[config.mk]
export PLATFORM = sky130hd
export DESIGN_NAME = weight_average_with_stability
export DESIGN_NICKNAME = d
export VERILOG_FILES = /design/src/rtl/core/wast_pkg.sv /design/src/rtl/core/wast_alu.sv /design/src/rtl/core/weight_average_with_stability.sv
export SDC_FILE = /design/constraint.sdc
export NUM_CORES = 1
export LEC_CHECK = 0
export ABC_AREA = 1
export BUFFER_PORTS_ARGS = -buffer_cell sky130_fd_sc_hd__buf_2
export CORE_MARGIN = 5
export CORE_UTILIZATION = 39
export DETAILED_ROUTE_END_ITERATION = 10
export PLACE_DENSITY = 0.54
export SLEW_MARGIN = 20
export SYNTH_ARGS = -nofsm -noshare
export SYNTH_HDL_FRONTEND = slang
export SYNTH_SLANG_ARGS = --single-unit
[constraint.sdc]
create_clock -name clk -period 9.4 [get_ports clk]
set_input_delay 1.41 -clock clk [delete_from_list [all_inputs] [get_ports clk]]
set_output_delay 1.41 -clock clk [all_outputs]
set_load 0.03 [all_outputs]
[src/rtl/core/wast_pkg.sv]
// Shared constants and types for the weight averaging filter with stability detection.
// Used by wast_alu and weight_average_with_stability; depends on nothing else.

package wast_pkg;

  // Ring size and the widths that follow from it.
  localparam int RING_DEPTH = 8;
  localparam int RING_AW    = (RING_DEPTH > 1) ? $clog2(RING_DEPTH) : 1;
  localparam int CNT_W      = $clog2(RING_DEPTH + 1);

  // Field widths.
  localparam int WEIGHT_W   = 24;
  localparam int TIME_W     = 32;
  localparam int THR_W      = 23;
  localparam int HOLD_W     = 16;

  // Sum of a full ring, and the width of the shared adder.
  localparam int SUM_W      = WEIGHT_W + $clog2(RING_DEPTH);
  localparam int ALU_W      = (SUM_W > TIME_W) ? SUM_W + 2 : TIME_W + 2;
  localparam int DIV_CW     = $clog2(SUM_W);

  // Stream and configuration port widths.
  localparam int IN_DATA_W  = WEIGHT_W + TIME_W;
  localparam int OUT_DATA_W = WEIGHT_W;
  localparam int CFG_IDX_W  = 2;
  localparam int CFG_DATA_W = THR_W;

  // Configuration register indexes.
  typedef enum logic [CFG_IDX_W-1:0] {
    REG_JUMP_THRESHOLD = 2'd0,
    REG_STABLE_BAND    = 2'd1,
    REG_STABLE_HOLD    = 2'd2
  } reg_idx_t;

  // Result of the shared adder.
  typedef struct packed {
    logic                    neg;
    logic signed [ALU_W-1:0] sum;
  } alu_res_t;

endpackage

[src/rtl/core/wast_alu.sv]
// Shared add/subtract unit used by the sequencer for its sum, divide, difference and compare steps.
// Depends on wast_pkg for its width and result type.

module wast_alu (
  input  logic signed [wast_pkg::ALU_W-1:0] op_a,
  input  logic signed [wast_pkg::ALU_W-1:0] op_b,
  input  logic                              sub,
  output wast_pkg::alu_res_t                res
);

  logic [wast_pkg::ALU_W-1:0] b_eff;
  logic [wast_pkg::ALU_W-1:0] sum;

  // Subtraction is the sum with the inverted operand plus one.
  assign b_eff   = sub ? ~op_b : op_b;
  assign sum     = op_a + b_eff + wast_pkg::ALU_W'(sub);
  assign res.sum = sum;
  assign res.neg = sum[wast_pkg::ALU_W-1];

endmodule

[src/rtl/core/weight_average_with_stability.sv]
// Each accepted item is processed by a small sequencer that drives one shared adder
// (wast_alu). A weight sample is stored in the ring, and the filled entries are summed
// and divided by their count; a sample that jumps past the threshold needs no sum, since
// the ring is refilled with it one entry per cycle. A tare item clears the filter and
// goes straight to the output. The time of a summed sample is set by the ring sum, which
// reads each entry in a read state and an accumulate state through the registered read
// port, and by the restoring divide, which produces one quotient bit per cycle over the
// sum width. The input is not ready while an item is in progress; a finished result
// waits in the output register, so the next item can be accepted before the result is taken.
// Depends on wast_pkg and wast_alu.

module weight_average_with_stability (
  input  logic                                clk,
  input  logic                                rst_n,
  // Input stream.
  input  logic                                in_tvalid,
  output logic                                in_tready,
  input  logic [wast_pkg::IN_DATA_W-1:0]      in_tdata,   // [23:0] weight, [55:24] time_ms
  input  logic                                in_tuser,   // [0] kind (1 = tare)
  // Result stream.
  output logic                                out_tvalid,
  input  logic                                out_tready,
  output logic [wast_pkg::OUT_DATA_W-1:0]     out_tdata,  // [23:0] filtered_weight
  output logic                                out_tuser,  // [0] stable
  // Configuration write port.
  input  logic                                cfg_we,
  input  logic [wast_pkg::CFG_IDX_W-1:0]      cfg_index,
  input  logic [wast_pkg::CFG_DATA_W-1:0]     cfg_wdata
);

  localparam int AW   = wast_pkg::RING_AW;
  localparam int CW   = wast_pkg::CNT_W;
  localparam int WW   = wast_pkg::WEIGHT_W;
  localparam int TW   = wast_pkg::TIME_W;
  localparam int SW   = wast_pkg::SUM_W;
  localparam int ALW  = wast_pkg::ALU_W;
  localparam int DCW  = wast_pkg::DIV_CW;

  typedef enum logic [4:0] {
    ST_IDLE,
    ST_JDIFF,
    ST_JABS,
    ST_JCMP,
    ST_FILL,
    ST_WRITE,
    ST_READ,
    ST_ACC,
    ST_DSETUP,
    ST_DIV,
    ST_DSIGN,
    ST_BDIFF,
    ST_BABS,
    ST_BCMP,
    ST_TSUB,
    ST_TCMP,
    ST_OUT
  } state_t;

  // Control state.
  state_t                  state_r, state_nxt;
  logic [AW-1:0]           write_slot_r, write_slot_nxt;
  logic [CW-1:0]           fill_count_r, fill_count_nxt;
  logic signed [WW-1:0]    avg_r, avg_nxt;
  logic signed [WW-1:0]    ref_r, ref_nxt;
  logic [TW-1:0]           settle_r, settle_nxt;
  logic                    mark_r, mark_nxt;
  logic                    out_tvalid_r, out_tvalid_nxt;

  // Configuration registers.
  logic [wast_pkg::THR_W-1:0]  jump_thr_r;
  logic [wast_pkg::THR_W-1:0]  band_r;
  logic [wast_pkg::HOLD_W-1:0] hold_r;

  // Working registers.
  logic signed [WW-1:0]    w_r;
  logic [TW-1:0]           now_r;
  logic signed [ALW-1:0]   t_r, t_nxt;
  logic signed [SW-1:0]    acc_r, acc_nxt;
  logic [CW-1:0]           rem_r, rem_nxt;
  logic                    neg_r, neg_nxt;
  logic [AW-1:0]           idx_r, idx_nxt;
  logic [DCW-1:0]          bitcnt_r, bitcnt_nxt;
  logic signed [WW-1:0]    rdata_r;
  logic [wast_pkg::OUT_DATA_W-1:0] out_tdata_r;
  logic                    out_tuser_r;

  // Ring storage.
  logic signed [WW-1:0]    ring_mem [wast_pkg::RING_DEPTH];
  logic                    ring_we;
  logic [AW-1:0]           ring_waddr;

  // Shared adder connections.
  logic signed [ALW-1:0]   alu_a;
  logic signed [ALW-1:0]   alu_b;
  logic                    alu_sub;
  wast_pkg::alu_res_t      alu_res;

  logic                    in_xfer;
  logic                    out_load;
  logic [CW-1:0]           ws_inc;
  logic [CW:0]             rem_sh;

  assign in_tready  = (state_r == ST_IDLE);
  assign in_xfer    = in_tvalid && in_tready;
  assign out_tvalid = out_tvalid_r;
  assign out_tdata  = out_tdata_r;
  assign out_tuser  = out_tuser_r;

  assign ws_inc = CW'(write_slot_r) + CW'(1);
  assign rem_sh = {rem_r, acc_r[SW-1]};

  wast_alu u_alu (
    .op_a (alu_a),
    .op_b (alu_b),
    .sub  (alu_sub),
    .res  (alu_res)
  );

  // Sequencer: chooses the adder operands and the next value of every register.
  always_comb begin
    state_nxt      = state_r;
    write_slot_nxt = write_slot_r;
    fill_count_nxt = fill_count_r;
    avg_nxt        = avg_r;
    ref_nxt        = ref_r;
    settle_nxt     = settle_r;
    mark_nxt       = mark_r;
    t_nxt          = t_r;
    acc_nxt        = acc_r;
    rem_nxt        = rem_r;
    neg_nxt        = neg_r;
    idx_nxt        = idx_r;
    bitcnt_nxt     = bitcnt_r;
    alu_a          = '0;
    alu_b          = '0;
    alu_sub        = 1'b1;
    ring_we        = 1'b0;
    ring_waddr     = write_slot_r;
    out_load       = 1'b0;
    out_tvalid_nxt = out_tvalid_r && !out_tready;

    unique case (state_r)
      ST_IDLE: begin
        if (in_tvalid) begin
          if (in_tuser) begin
            write_slot_nxt = '0;
            fill_count_nxt = '0;
            avg_nxt        = '0;
            mark_nxt       = 1'b0;
            state_nxt      = ST_OUT;
          end else begin
            state_nxt = ST_JDIFF;
          end
        end
      end

      // Jump test: distance of the sample from the current average.
      ST_JDIFF: begin
        if (fill_count_r == '0) begin
          state_nxt = ST_WRITE;
        end else begin
          alu_a     = ALW'(w_r);
          alu_b     = ALW'(avg_r);
          t_nxt     = alu_res.sum;
          state_nxt = ST_JABS;
        end
      end

      ST_JABS: begin
        alu_b = t_r;
        if (t_r[ALW-1]) begin
          t_nxt = alu_res.sum;
        end
        state_nxt = ST_JCMP;
      end

      ST_JCMP: begin
        alu_a = ALW'(jump_thr_r);
        alu_b = t_r;
        if (alu_res.neg) begin
          idx_nxt   = '0;
          state_nxt = ST_FILL;
        end else begin
          state_nxt = ST_WRITE;
        end
      end

      // Refill every ring entry with the sample, one entry per cycle.
      ST_FILL: begin
        ring_we    = 1'b1;
        ring_waddr = idx_r;
        idx_nxt    = idx_r + AW'(1);
        if (idx_r == AW'(wast_pkg::RING_DEPTH - 1)) begin
          write_slot_nxt = '0;
          fill_count_nxt = CW'(wast_pkg::RING_DEPTH);
          avg_nxt        = w_r;
          state_nxt      = ST_BDIFF;
        end
      end

      // Store the sample at the write slot and start the sum.
      ST_WRITE: begin
        ring_we        = 1'b1;
        ring_waddr     = write_slot_r;
        write_slot_nxt = (ws_inc >= CW'(wast_pkg::RING_DEPTH)) ? '0 : ws_inc[AW-1:0];
        if (fill_count_r < CW'(wast_pkg::RING_DEPTH)) begin
          fill_count_nxt = fill_count_r + CW'(1);
        end
        acc_nxt   = '0;
        idx_nxt   = '0;
        state_nxt = ST_READ;
      end

      ST_READ: begin
        state_nxt = ST_ACC;
      end

      ST_ACC: begin
        alu_a   = ALW'(acc_r);
        alu_b   = ALW'(rdata_r);
        alu_sub = 1'b0;
        acc_nxt = alu_res.sum[SW-1:0];
        idx_nxt = idx_r + AW'(1);
        if ((CW'(idx_r) + CW'(1)) < fill_count_r) begin
          state_nxt = ST_READ;
        end else begin
          state_nxt = ST_DSETUP;
        end
      end

      // Take the magnitude of the sum and start the restoring divide.
      ST_DSETUP: begin
        alu_b   = ALW'(acc_r);
        neg_nxt = acc_r[SW-1];
        if (acc_r[SW-1]) begin
          acc_nxt = alu_res.sum[SW-1:0];
        end
        rem_nxt    = '0;
        bitcnt_nxt = DCW'(SW - 1);
        state_nxt  = ST_DIV;
      end

      // One quotient bit per cycle; the quotient shifts into the sum register.
      ST_DIV: begin
        alu_a      = ALW'(rem_sh);
        alu_b      = ALW'(fill_count_r);
        rem_nxt    = alu_res.neg ? rem_sh[CW-1:0] : alu_res.sum[CW-1:0];
        acc_nxt    = {acc_r[SW-2:0], !alu_res.neg};
        bitcnt_nxt = bitcnt_r - DCW'(1);
        if (bitcnt_r == '0) begin
          state_nxt = ST_DSIGN;
        end
      end

      // Restore the sign of the truncated quotient.
      ST_DSIGN: begin
        alu_b     = ALW'($unsigned(acc_r));
        avg_nxt   = neg_r ? alu_res.sum[WW-1:0] : acc_r[WW-1:0];
        state_nxt = ST_BDIFF;
      end

      // Band test: drift of the average from the reference.
      ST_BDIFF: begin
        alu_a     = ALW'(avg_r);
        alu_b     = ALW'(ref_r);
        t_nxt     = alu_res.sum;
        state_nxt = ST_BABS;
      end

      ST_BABS: begin
        alu_b = t_r;
        if (t_r[ALW-1]) begin
          t_nxt = alu_res.sum;
        end
        state_nxt = ST_BCMP;
      end

      ST_BCMP: begin
        alu_a = ALW'(band_r);
        alu_b = t_r;
        if (alu_res.neg) begin
          ref_nxt    = avg_r;
          settle_nxt = now_r;
          mark_nxt   = 1'b0;
          state_nxt  = ST_OUT;
        end else if (!mark_r) begin
          state_nxt = ST_TSUB;
        end else begin
          state_nxt = ST_OUT;
        end
      end

      // Elapsed time since the reference was set, modulo the timestamp width.
      ST_TSUB: begin
        alu_a     = ALW'(now_r);
        alu_b     = ALW'(settle_r);
        t_nxt     = ALW'(alu_res.sum[TW-1:0]);
        state_nxt = ST_TCMP;
      end

      ST_TCMP: begin
        alu_a = ALW'(hold_r);
        alu_b = t_r;
        if (alu_res.neg) begin
          mark_nxt = 1'b1;
        end
        state_nxt = ST_OUT;
      end

      // Hand the result to the output register once it is free.
      ST_OUT: begin
        if (!out_tvalid_r || out_tready) begin
          out_load       = 1'b1;
          out_tvalid_nxt = 1'b1;
          state_nxt      = ST_IDLE;
        end
      end

      default: begin
        state_nxt = ST_IDLE;
      end
    endcase
  end

  // State and registered outputs.
  always_ff @(posedge clk) begin
    if (!rst_n) begin
      state_r      <= ST_IDLE;
      write_slot_r <= '0;
      fill_count_r <= '0;
      avg_r        <= '0;
      ref_r        <= '0;
      settle_r     <= '0;
      mark_r       <= 1'b0;
      out_tvalid_r <= 1'b0;
      out_tdata_r  <= '0;
      out_tuser_r  <= 1'b0;
    end else begin
      state_r      <= state_nxt;
      write_slot_r <= write_slot_nxt;
      fill_count_r <= fill_count_nxt;
      avg_r        <= avg_nxt;
      ref_r        <= ref_nxt;
      settle_r     <= settle_nxt;
      mark_r       <= mark_nxt;
      out_tvalid_r <= out_tvalid_nxt;
      if (out_load) begin
        out_tdata_r <= avg_r;
        out_tuser_r <= mark_r;
      end
    end
  end

  // Configuration register writes; an unknown index is ignored.
  always_ff @(posedge clk) begin
    if (!rst_n) begin
      jump_thr_r <= wast_pkg::THR_W'(2000);
      band_r     <= wast_pkg::THR_W'(50);
      hold_r     <= wast_pkg::HOLD_W'(1000);
    end else if (cfg_we) begin
      unique case (wast_pkg::reg_idx_t'(cfg_index))
        wast_pkg::REG_JUMP_THRESHOLD: jump_thr_r <= cfg_wdata;
        wast_pkg::REG_STABLE_BAND:    band_r     <= cfg_wdata;
        wast_pkg::REG_STABLE_HOLD:    hold_r     <= cfg_wdata[wast_pkg::HOLD_W-1:0];
        default: begin
        end
      endcase
    end
  end

  // Working registers.
  always_ff @(posedge clk) begin
    if (in_xfer) begin
      w_r   <= in_tdata[WW-1:0];
      now_r <= in_tdata[WW+TW-1:WW];
    end
    t_r      <= t_nxt;
    acc_r    <= acc_nxt;
    rem_r    <= rem_nxt;
    neg_r    <= neg_nxt;
    idx_r    <= idx_nxt;
    bitcnt_r <= bitcnt_nxt;
  end

  // Ring memory: one write port, one registered read port.
  always_ff @(posedge clk) begin
    if (ring_we) begin
      ring_mem[ring_waddr] <= w_r;
    end
    rdata_r <= ring_mem[idx_r];
  end

  // An accepted item always keeps the input busy for at least the next cycle.
  a_busy_after_xfer: assert property (@(posedge clk) disable iff (!rst_n)
    in_xfer |=> !in_tready)
    else $error("input ready right after a transfer");

  // The fill count never exceeds the ring depth.
  a_fill_bound: assert property (@(posedge clk) disable iff (!rst_n)
    fill_count_r <= CW'(wast_pkg::RING_DEPTH))
    else $error("fill count beyond ring depth");

  // The write slot always points inside the ring.
  a_slot_bound: assert property (@(posedge clk) disable iff (!rst_n)
    CW'(write_slot_r) < CW'(wast_pkg::RING_DEPTH))
    else $error("write slot outside the ring");

  // A tare clears the filter and the stable flag at once.
  a_tare_clears: assert property (@(posedge clk) disable iff (!rst_n)
    (in_xfer && in_tuser) |=> (avg_r == '0 && !mark_r && fill_count_r == '0))
    else $error("tare did not clear the filter");

endmodule
==> Flow_metrics.wiki, run 1 <==
{| class="wikitable"
! Metric !! Value
|-
| Initial Utilization || about two fifths
|-
| Number of filler cells placed in the layout || around 6000
|-
| Number of placed instances, taps included || ~3400
|-
| CTS sink count || 527
|-
| WP depth || 21
|-
| Rows || a little over 90
|-
| Share of the clock period used by the worst path after layout || 67.1%
|-
| Final-layout setup total negative slack || 0 ns
|-
| Worst slew pin tran || about 1.2 ns
|-
| Worst-Skew Late Latency || 0.64 ns
|-
| Fraction of final layout cells sized beyond drive strength 1 || between 10% and 20%
|-
| Cts-stage hold buffer count || 0
|-
| Class of the worst hold path || reg -> reg
|-
| Detail-routed net length per standard cell || approximately 24 um
|-
| Critical Path Slowest Stage Cell || sky130_fd_sc_hd__buf_4
|-
| Post-CTS setup buffer count || 0
|-
| Time the final worst path needs with I/O delays and setup || about 6.3 ns
|-
| Vertical die dimension || about 260 um
|-
| Number of buffers added on ports || around 110
|-
| Clock buffers created by TritonCTS || 60
|-
| Average footprint of a synthesized cell || roughly 9.3 um^2
|-
| Slack of the worst reg-to-reg path || slightly above 3 ns
|-
| Reg-to-Reg Start || state_r[3]$_SDFFE_PN0P_
|-
| Largest stage delay, worst path || between 0.6 and 0.7 ns
|-
| Largest net degree at the start of global routing || 92
|-
| Part of the Yosys area used for sequential elements || a little under three fifths
|-
| Worst slew margin relative to its limit || around 22%
|-
| Number of DRC violations after detailed-routing iteration 0 || between 1500 and 2000
|-
| Total I/O pin count || between 100 and 150
|-
| Area of combinational cells with multiple inputs || 0.00899 mm^2
|-
| Depth of the CTS H-tree || 2
|-
| Floorplan die area || about 0.067 mm^2
|-
| Setup repair after global routing missed its margin || no
|-
| Max Freq || 159 MHz
|-
| Number of cells on the worst reg-to-reg path || 21
|-
| Critical path, cell by cell || nand3_4 > nor2_4 > buf_4 > inv_1 > o22ai_1 > a221oi_1 > o21ai_0 > a21oi_1 > xor2_1 > ha_1 > nand2_1 > nor2_1 > nand2_1 > o21ai_0 > a21oi_1 > nand3_1 > nand2_4 > inv_4 > nand2_4 > o21ai_0 > a21oi_1
|-
| Initial antenna violation count || 0
|-
| Most frequently used flop master after synthesis || sky130_fd_sc_hd__edfxtp_1
|-
| Ys Warns || 0
|-
| Pre-CTS WS || between 3 and 4 ns
|-
| DR vias || ~20000
|-
| Synth Net Count || around 2700
|-
| Number of endpoints with negative hold slack in the final report || 0
|-
| Final count of negative-setup-slack endpoints || 0
|-
| Critical path endpoint || ref_r[14]$_SDFFE_PN0P_
|-
| Design Power || 9.74 mW
|-
| Drt total wl || between 80000 and 90000 um
|-
| Estimated wirelength of the detail-placed design || 54000 um
|-
| Worst Path Required || 9.88 ns
|-
| Flip-flop and latch area || ~0.014 mm^2
|-
| Critical path startpoint category || register
|-
| Launch point of the critical path || state_r[3]$_SDFFE_PN0P_
|-
| Final Instance Count excl. Fillers || approximately 3500
|-
| Fraction of registers with async set or reset after synthesis || 0%
|-
| Cell family contributing the most delay on the critical path || simple AND/OR/NAND/NOR gates
|-
| Leakage component of the power || approximately 10 nW
|-
| Placer Congestion || a little over 0.9
|-
| Total Nets Final || roughly 2800
|-
| Post-DRT Antenna Nets || 0
|-
| DRT Pass-1 Iters || 5
|-
| P per Cell Area || roughly 360 mW/mm^2
|-
| Post-synth top area cell || sky130_fd_sc_hd__edfxtp_1
|-
| Final-report max-slew violation count || 0
|-
| Maximum count of clock buffers along a single path || 3
|-
| Post-CTS resize count || 0
|-
| Number of storage elements in the synthesis netlist || ~530
|-
| Vias in the first global route || 19500
|-
| CTS tree || done
|-
| Post-synth EDFFs || approximately 320
|-
| Clock transition at the registers of the reported paths || ~0.060 ns
|-
| Fraction of post-synthesis cell area in the top cell type by area || approximately two fifths
|-
| Area of the mapped netlist || ~0.024 mm^2
|-
| Result of the run || finished, final reports clean
|-
| Via-per-instance ratio || 5.69
|-
| Final antenna diode count || 0
|-
| Critical R2R Capture || ref_r[14]$_SDFFE_PN0P_
|-
| Maximum vdd ir drop || around 0.00044 V
|-
| Aggregate global-route resource usage || 24.1%
|-
| Remaining global-route overflow || 0
|-
| DRC errors left || 0
|-
| Chip Width || about 260 um
|-
| Largest fanout on the critical path || 77
|-
| Cell types with the largest area share after synthesis || sky130_fd_sc_hd__edfxtp_1 (40%), sky130_fd_sc_hd__dfxtp_1 (17%), sky130_fd_sc_hd__nor2_1 (6.1%)
|-
| Post-synthesis instance total || around 2600
|-
| Core Box Area || 0.0614 mm^2
|-
| Post-route setup slack || roughly 3.1 ns
|-
| Cell at the root of the clock tree || sky130_fd_sc_hd__clkbuf_16
|-
| Area Overhead vs Synth || 13.4%
|-
| Kind of end point of the critical path || register
|-
| Type of the worst setup path || reg -> reg
|-
| Leading cell type by number of instances after synthesis || sky130_fd_sc_hd__nor2_1
|-
| Post-synth top cells || sky130_fd_sc_hd__nor2_1 (391), sky130_fd_sc_hd__nand2_1 (367), sky130_fd_sc_hd__edfxtp_1 (322)
|-
| Wire length of the first global-routing pass || 123000 um
|-
| Number of max-cap violations || 0
|-
| Arrival @ worst endpoint || ~6.8 ns
|-
| Buffering stage count on the worst path with inverters included || 3
|-
| Number of distinct library cells after synthesis || between 50 and 60
|-
| Hold Path Depth || 2
|-
| Maximum clock skew at final layout || about 0.019 ns
|}
flip-flops by register name, summed over array words and instances, names as in the netlist, 3 cells and up:
register	flops
acc_r	27
write_slot_r	3
ref_r	24
ring_mem	192
out_tdata	24
idx_r	3
t_r	34
avg_r	24
fill_count_r	4
rdata_r	24
w_r	24
hold_r	16
state_r	5
settle_r	32
jump_thr_r	23
now_r	32
bitcnt_r	5
band_r	23
rem_r	4
area by class of cell:
class	count	share of cell area [%]
clock buffers	83	6.02
well taps	790	3.63
clock inverters	31	1.03
multi-input cells	1733	33.0
flip-flops and latches	527	50.6
repair buffers	156	3.27
inverters	174	2.41
layout by cell type (no fill, tap or decap), drive strengths merged, types with 28 or more instances in the layout:
master,instances
nand3,100
nor2,400
clkbuf,83
o22ai,62
a22oi,37
ha,42
a31oi,28
edfxtp,322
a21oi,204
a221oi,37
buf,156
inv,174
nand2,386
o21ai,277
dfxtp,205
per-layer routing:
layer	up-vias	global-route usage (%)	wire length (um)
met3	155	4.28	6020
met4	0	8.65	3110
li1	9229	-	-
met1	9649	32.7	35800
met5	-	0	0
met2	843	39.1	38000
worst min-delay path by stage:
| stage | slack, ns | endpoint | startpoint |
|---|---|---|---|
| floorplan | 0.42 | ref_r[3]$_SDFFE_PN0P_ | ref_r[3]$_SDFFE_PN0P_ |
| global placement | 0.44 | ref_r[15]$_SDFFE_PN0P_ | ref_r[15]$_SDFFE_PN0P_ |
| detailed placement | 0.44 | ref_r[5]$_SDFFE_PN0P_ | ref_r[5]$_SDFFE_PN0P_ |
| CTS | 0.45 | ref_r[5]$_SDFFE_PN0P_ | ref_r[5]$_SDFFE_PN0P_ |
| global route | 0.48 | settle_r[19]$_SDFFE_PN0P_ | settle_r[19]$_SDFFE_PN0P_ |
| finish | 0.46 | ref_r[21]$_SDFFE_PN0P_ | ref_r[21]$_SDFFE_PN0P_ |
worst min-delay path, cell delays in order, from the launching register on:
cell and delay [ns]:
sky130_fd_sc_hd__dfxtp_1 0.30, sky130_fd_sc_hd__inv_1 0.06, sky130_fd_sc_hd__a21oi_1 0.05
per-stage QoR:
step	hold slack [ns]	utilization [%]	area [um^2]
floorplan	0.425	-	24000
global placement	0.439	41.2	25300
detailed placement	0.444	41.2	25300
CTS	0.454	44.4	27200
global route	0.476	44.4	27200
finish	0.455	44.4	27200
report_power, final:
| group | switching [mW] | internal, mW | leakage (nW) |
|---|---|---|---|
| clock network | 0.978 | 1.30 | 0.929 |
| logic | 2.93 | 1.10 | 4.92 |
| registers | 0.334 | 3.09 | 4.61 |
logic make-up after synthesis:
group                    synth area share [%]
AND/OR/NAND/NOR                          16.6
XOR/XNOR                                0.985
buffers and inverters                    5.44
flip-flops                               57.4
adder cells (fa/ha/maj)                  2.27
AO/OA/AOI/OAI                            17.3
(Power assumes the default switching activity.)
==> run 2: changes to the inputs <==
==> constraint.sdc (replaced) <==
create_clock -name clk -period 6 [get_ports clk]
set_input_delay 0.9 -clock clk [delete_from_list [all_inputs] [get_ports clk]]
set_output_delay 0.9 -clock clk [all_outputs]
set_load 0.03 [all_outputs]
==> Flow_metrics.wiki, run 2 (same netlist as run 1, synthesis figures left out) <==
{| class="wikitable"
! Metric !! Value
|-
| Result of the run || finished, final reports clean
|-
| Largest fanout on the critical path || 28
|-
| Most common cell after layout, fill and taps aside || sky130_fd_sc_hd__nor2_1
|-
| Worst-Skew Late Latency || roughly 0.64 ns
|-
| Largest register FFs || between 150 and 200
|-
| Launch point of the critical path || state_r[3]$_SDFFE_PN0P_
|-
| Share of the clock period used by the worst path after layout || between 80% and 90%
|-
| Number of DRC violations after detailed-routing iteration 0 || approximately 2300
|-
| Total Nets Final || between 2000 and 3000
|-
| Post-DP Area || between 0.02 and 0.03 mm^2
|-
| Number of endpoints with negative hold slack in the final report || 0
|-
| P per Cell Area || 564 mW/mm^2
|-
| DR vias || approximately 20000
|-
| Highest Signal Layer || met4
|-
| Net Sw Frac || a little over two fifths
|-
| Largest net degree at the start of global routing || 74
|-
| Maximum clock skew at final layout || about 0.022 ns
|-
| Post-CTS setup buffer count || 0
|-
| Number of cells on the worst reg-to-reg path || 21
|-
| Depth of the CTS H-tree || 2
|-
| Maximum vdd ir drop || about 0.00048 V
|-
| DRC errors left || 0
|-
| Post-route setup slack || ~0.64 ns
|-
| Estimated wirelength of the detail-placed design || approximately 56000 um
|-
| Time the final worst path needs with I/O delays and setup || between 5 and 6 ns
|-
| Critical path startpoint category || register
|-
| Flip-flop and latch area || ~0.014 mm^2
|-
| Sequential group share of total power || about a third
|-
| Vertical die dimension || 258 um
|-
| Initial Utilization || ~39%
|-
| Post-CTS resize count || 0
|-
| Fraction of final layout cells sized beyond drive strength 1 || between 10% and 20%
|-
| Arrival @ worst endpoint || approximately 5.7 ns
|-
| Cts-stage hold buffer count || 0
|-
| Commonest non-fill, non-tap cells in the layout || sky130_fd_sc_hd__nor2_1 (378), sky130_fd_sc_hd__nand2_1 (367), sky130_fd_sc_hd__edfxtp_1 (322)
|-
| Final count of negative-setup-slack endpoints || 0
|-
| Wire length of the first global-routing pass || approximately 120000 um
|-
| Net switching power figure || between 6 and 7 mW
|-
| Post-DRT Antenna Nets || 0
|-
| Remaining global-route overflow || 0
|-
| Class of the worst hold path || in -> reg
|-
| CTS tree || done
|-
| Chip Width || between 200 and 300 um
|-
| DR WL met3 || between 6000 and 7000 um
|-
| Floorplan die area || roughly 0.067 mm^2
|-
| Type of the worst setup path || reg -> reg
|-
| Worst slew margin relative to its limit || 23.8%
|-
| Detail-routed net length per standard cell || ~24 um
|-
| Via-per-instance ratio || roughly 5.7
|-
| Worst Path Required || between 6 and 7 ns
|-
| Worst slew pin tran || approximately 1.1 ns
|-
| Final-report max-slew violation count || 0
|-
| Final antenna diode count || 0
|-
| Placer Congestion || between 0.9 and 1
|-
| Leakage component of the power || 10.6 nW
|-
| Slack of the worst reg-to-reg path || about 0.64 ns
|-
| Drt total wl || just over 80000 um
|-
| Cell at the root of the clock tree || sky130_fd_sc_hd__clkbuf_16
|-
| Relative contribution of the clock network to total power || roughly 25%
|-
| Aggregate global-route resource usage || 24.0%
|-
| Design area || between 0.02 and 0.03 mm^2
|-
| Met1 wire length || between 30000 and 40000 um
|-
| CTS sink count || ~530
|-
| Clock buffers created by TritonCTS || 57
|-
| Register with the most flip-flops || ring_mem
|-
| Internal || between 8 and 9 mW
|-
| Met2 routed wirelength || approximately 37000 um
|-
| Initial antenna violation count || 0
|-
| Vias in the first global route || a little under 20000
|-
| Pre-CTS WS || 0.753 ns
|-
| Maximum count of clock buffers along a single path || 3
|-
| Critical path endpoint || rem_r[1]$_SDFFCE_PP0P_
|-
| Area Overhead vs Synth || 14.5%
|-
| Number of placed instances, taps included || roughly 3400
|-
| Rows || 91
|-
| Number of buffers added on ports || around 110
|-
| Max Freq || 186 MHz
|-
| DRT Pass-1 Iters || 7
|-
| Largest registers || ring_mem (192), t_r (34)
|-
| Fraction of power consumed by combinational cells || between 40% and 50%
|-
| Area of combinational cells with multiple inputs || around 0.0090 mm^2
|-
| Critical R2R Capture || rem_r[1]$_SDFFCE_PP0P_
|-
| Number of max-cap violations || 0
|-
| Reg-to-Reg Start || state_r[3]$_SDFFE_PN0P_
|-
| Setup repair after global routing missed its margin || no
|-
| Core Box Area || roughly 0.061 mm^2
|-
| Clock transition at the registers of the reported paths || around 0.07 ns
|-
| Total I/O pin count || between 100 and 150
|-
| Number of filler cells placed in the layout || around 5900
|-
| Final-layout setup total negative slack || 0 ns
|-
| Final Instance Count excl. Fillers || between 3000 and 4000
|-
| Kind of end point of the critical path || register
|}
-- run 2: power by group through the flow --
stage | combinational [mW] | sequential (mW) | clock (mW)
2_1_floorplan | 4.22 | 5.27 | 0
3_3_place_gp | 6.17 | 5.44 | 0
3_5_place_dp | 6.23 | 5.43 | 0
4_1_cts | 6.26 | 5.37 | 3.89
5_1_grt | 6.91 | 5.41 | 4.04
6_report | 6.32 | 5.37 | 3.81
-- run 2: per-stage QoR --
| stage | total power [mW] | hold slack (ns) | utilization [%] |
|---|---|---|---|
| 6_report | 15.5 | 0.440 | 44.8 |
| 2_1_floorplan | 9.48 | 0.425 | - |
| 3_3_place_gp | 11.6 | 0.436 | 41.4 |
| 3_5_place_dp | 11.7 | 0.448 | 41.4 |
| 5_1_grt | 16.4 | 0.414 | 44.8 |
| 4_1_cts | 15.5 | 0.405 | 44.8 |
-- run 2: worst max-delay path, cell delays in order (launching register included) --
cell                        delay, ns
sky130_fd_sc_hd__dfxtp_1         0.60
sky130_fd_sc_hd__inv_2           0.15
sky130_fd_sc_hd__nand2_2         0.14
sky130_fd_sc_hd__nor2_2          0.06
sky130_fd_sc_hd__nand2_2         0.36
sky130_fd_sc_hd__inv_2           0.39
sky130_fd_sc_hd__a221oi_1        0.33
sky130_fd_sc_hd__o2111ai_1       0.20
sky130_fd_sc_hd__ha_1            0.37
sky130_fd_sc_hd__a21oi_1         0.38
sky130_fd_sc_hd__o21ai_0         0.20
sky130_fd_sc_hd__a21oi_1         0.33
sky130_fd_sc_hd__o21ai_0         0.24
sky130_fd_sc_hd__a21oi_1         0.21
sky130_fd_sc_hd__nand2_1         0.08
sky130_fd_sc_hd__nand2_1         0.09
sky130_fd_sc_hd__nand2_4         0.12
sky130_fd_sc_hd__inv_4           0.16
sky130_fd_sc_hd__buf_4           0.42
sky130_fd_sc_hd__a21oi_1         0.11
sky130_fd_sc_hd__o21ai_0         0.09
sky130_fd_sc_hd__inv_1           0.06
-- run 2: area by class of cell --
| type | instances | area share (%) |
|---|---|---|
| flip-flops and latches | 527 | 50.1 |
| multi-input cells | 1733 | 32.7 |
| clock buffers | 80 | 6.25 |
| well taps | 790 | 3.60 |
| repair buffers | 165 | 3.58 |
| inverters | 174 | 2.39 |
| clock inverters | 28 | 1.34 |
-- run 2: worst min-delay path by stage --
stage	depth (start not counted)	endpoint	startpoint	slack, ns
floorplan	2	ref_r[3]$_SDFFE_PN0P_	ref_r[3]$_SDFFE_PN0P_	0.42
global placement	2	ref_r[3]$_SDFFE_PN0P_	ref_r[3]$_SDFFE_PN0P_	0.44
detailed placement	2	band_r[4]$_SDFFE_PN1P_	band_r[4]$_SDFFE_PN1P_	0.45
CTS	1	w_r[5]$_DFFE_PP_	in_tdata[5]	0.41
global route	1	w_r[16]$_DFFE_PP_	in_tdata[16]	0.41
finish	1	now_r[8]$_DFFE_PP_	in_tdata[32]	0.44
-- run 2: routing by layer --
metal	up-vias	track usage [%]
met5	-	0
met4	0	10.1
met3	168	3.91
met2	907	37.9
met1	9742	33.1
li1	9213	-
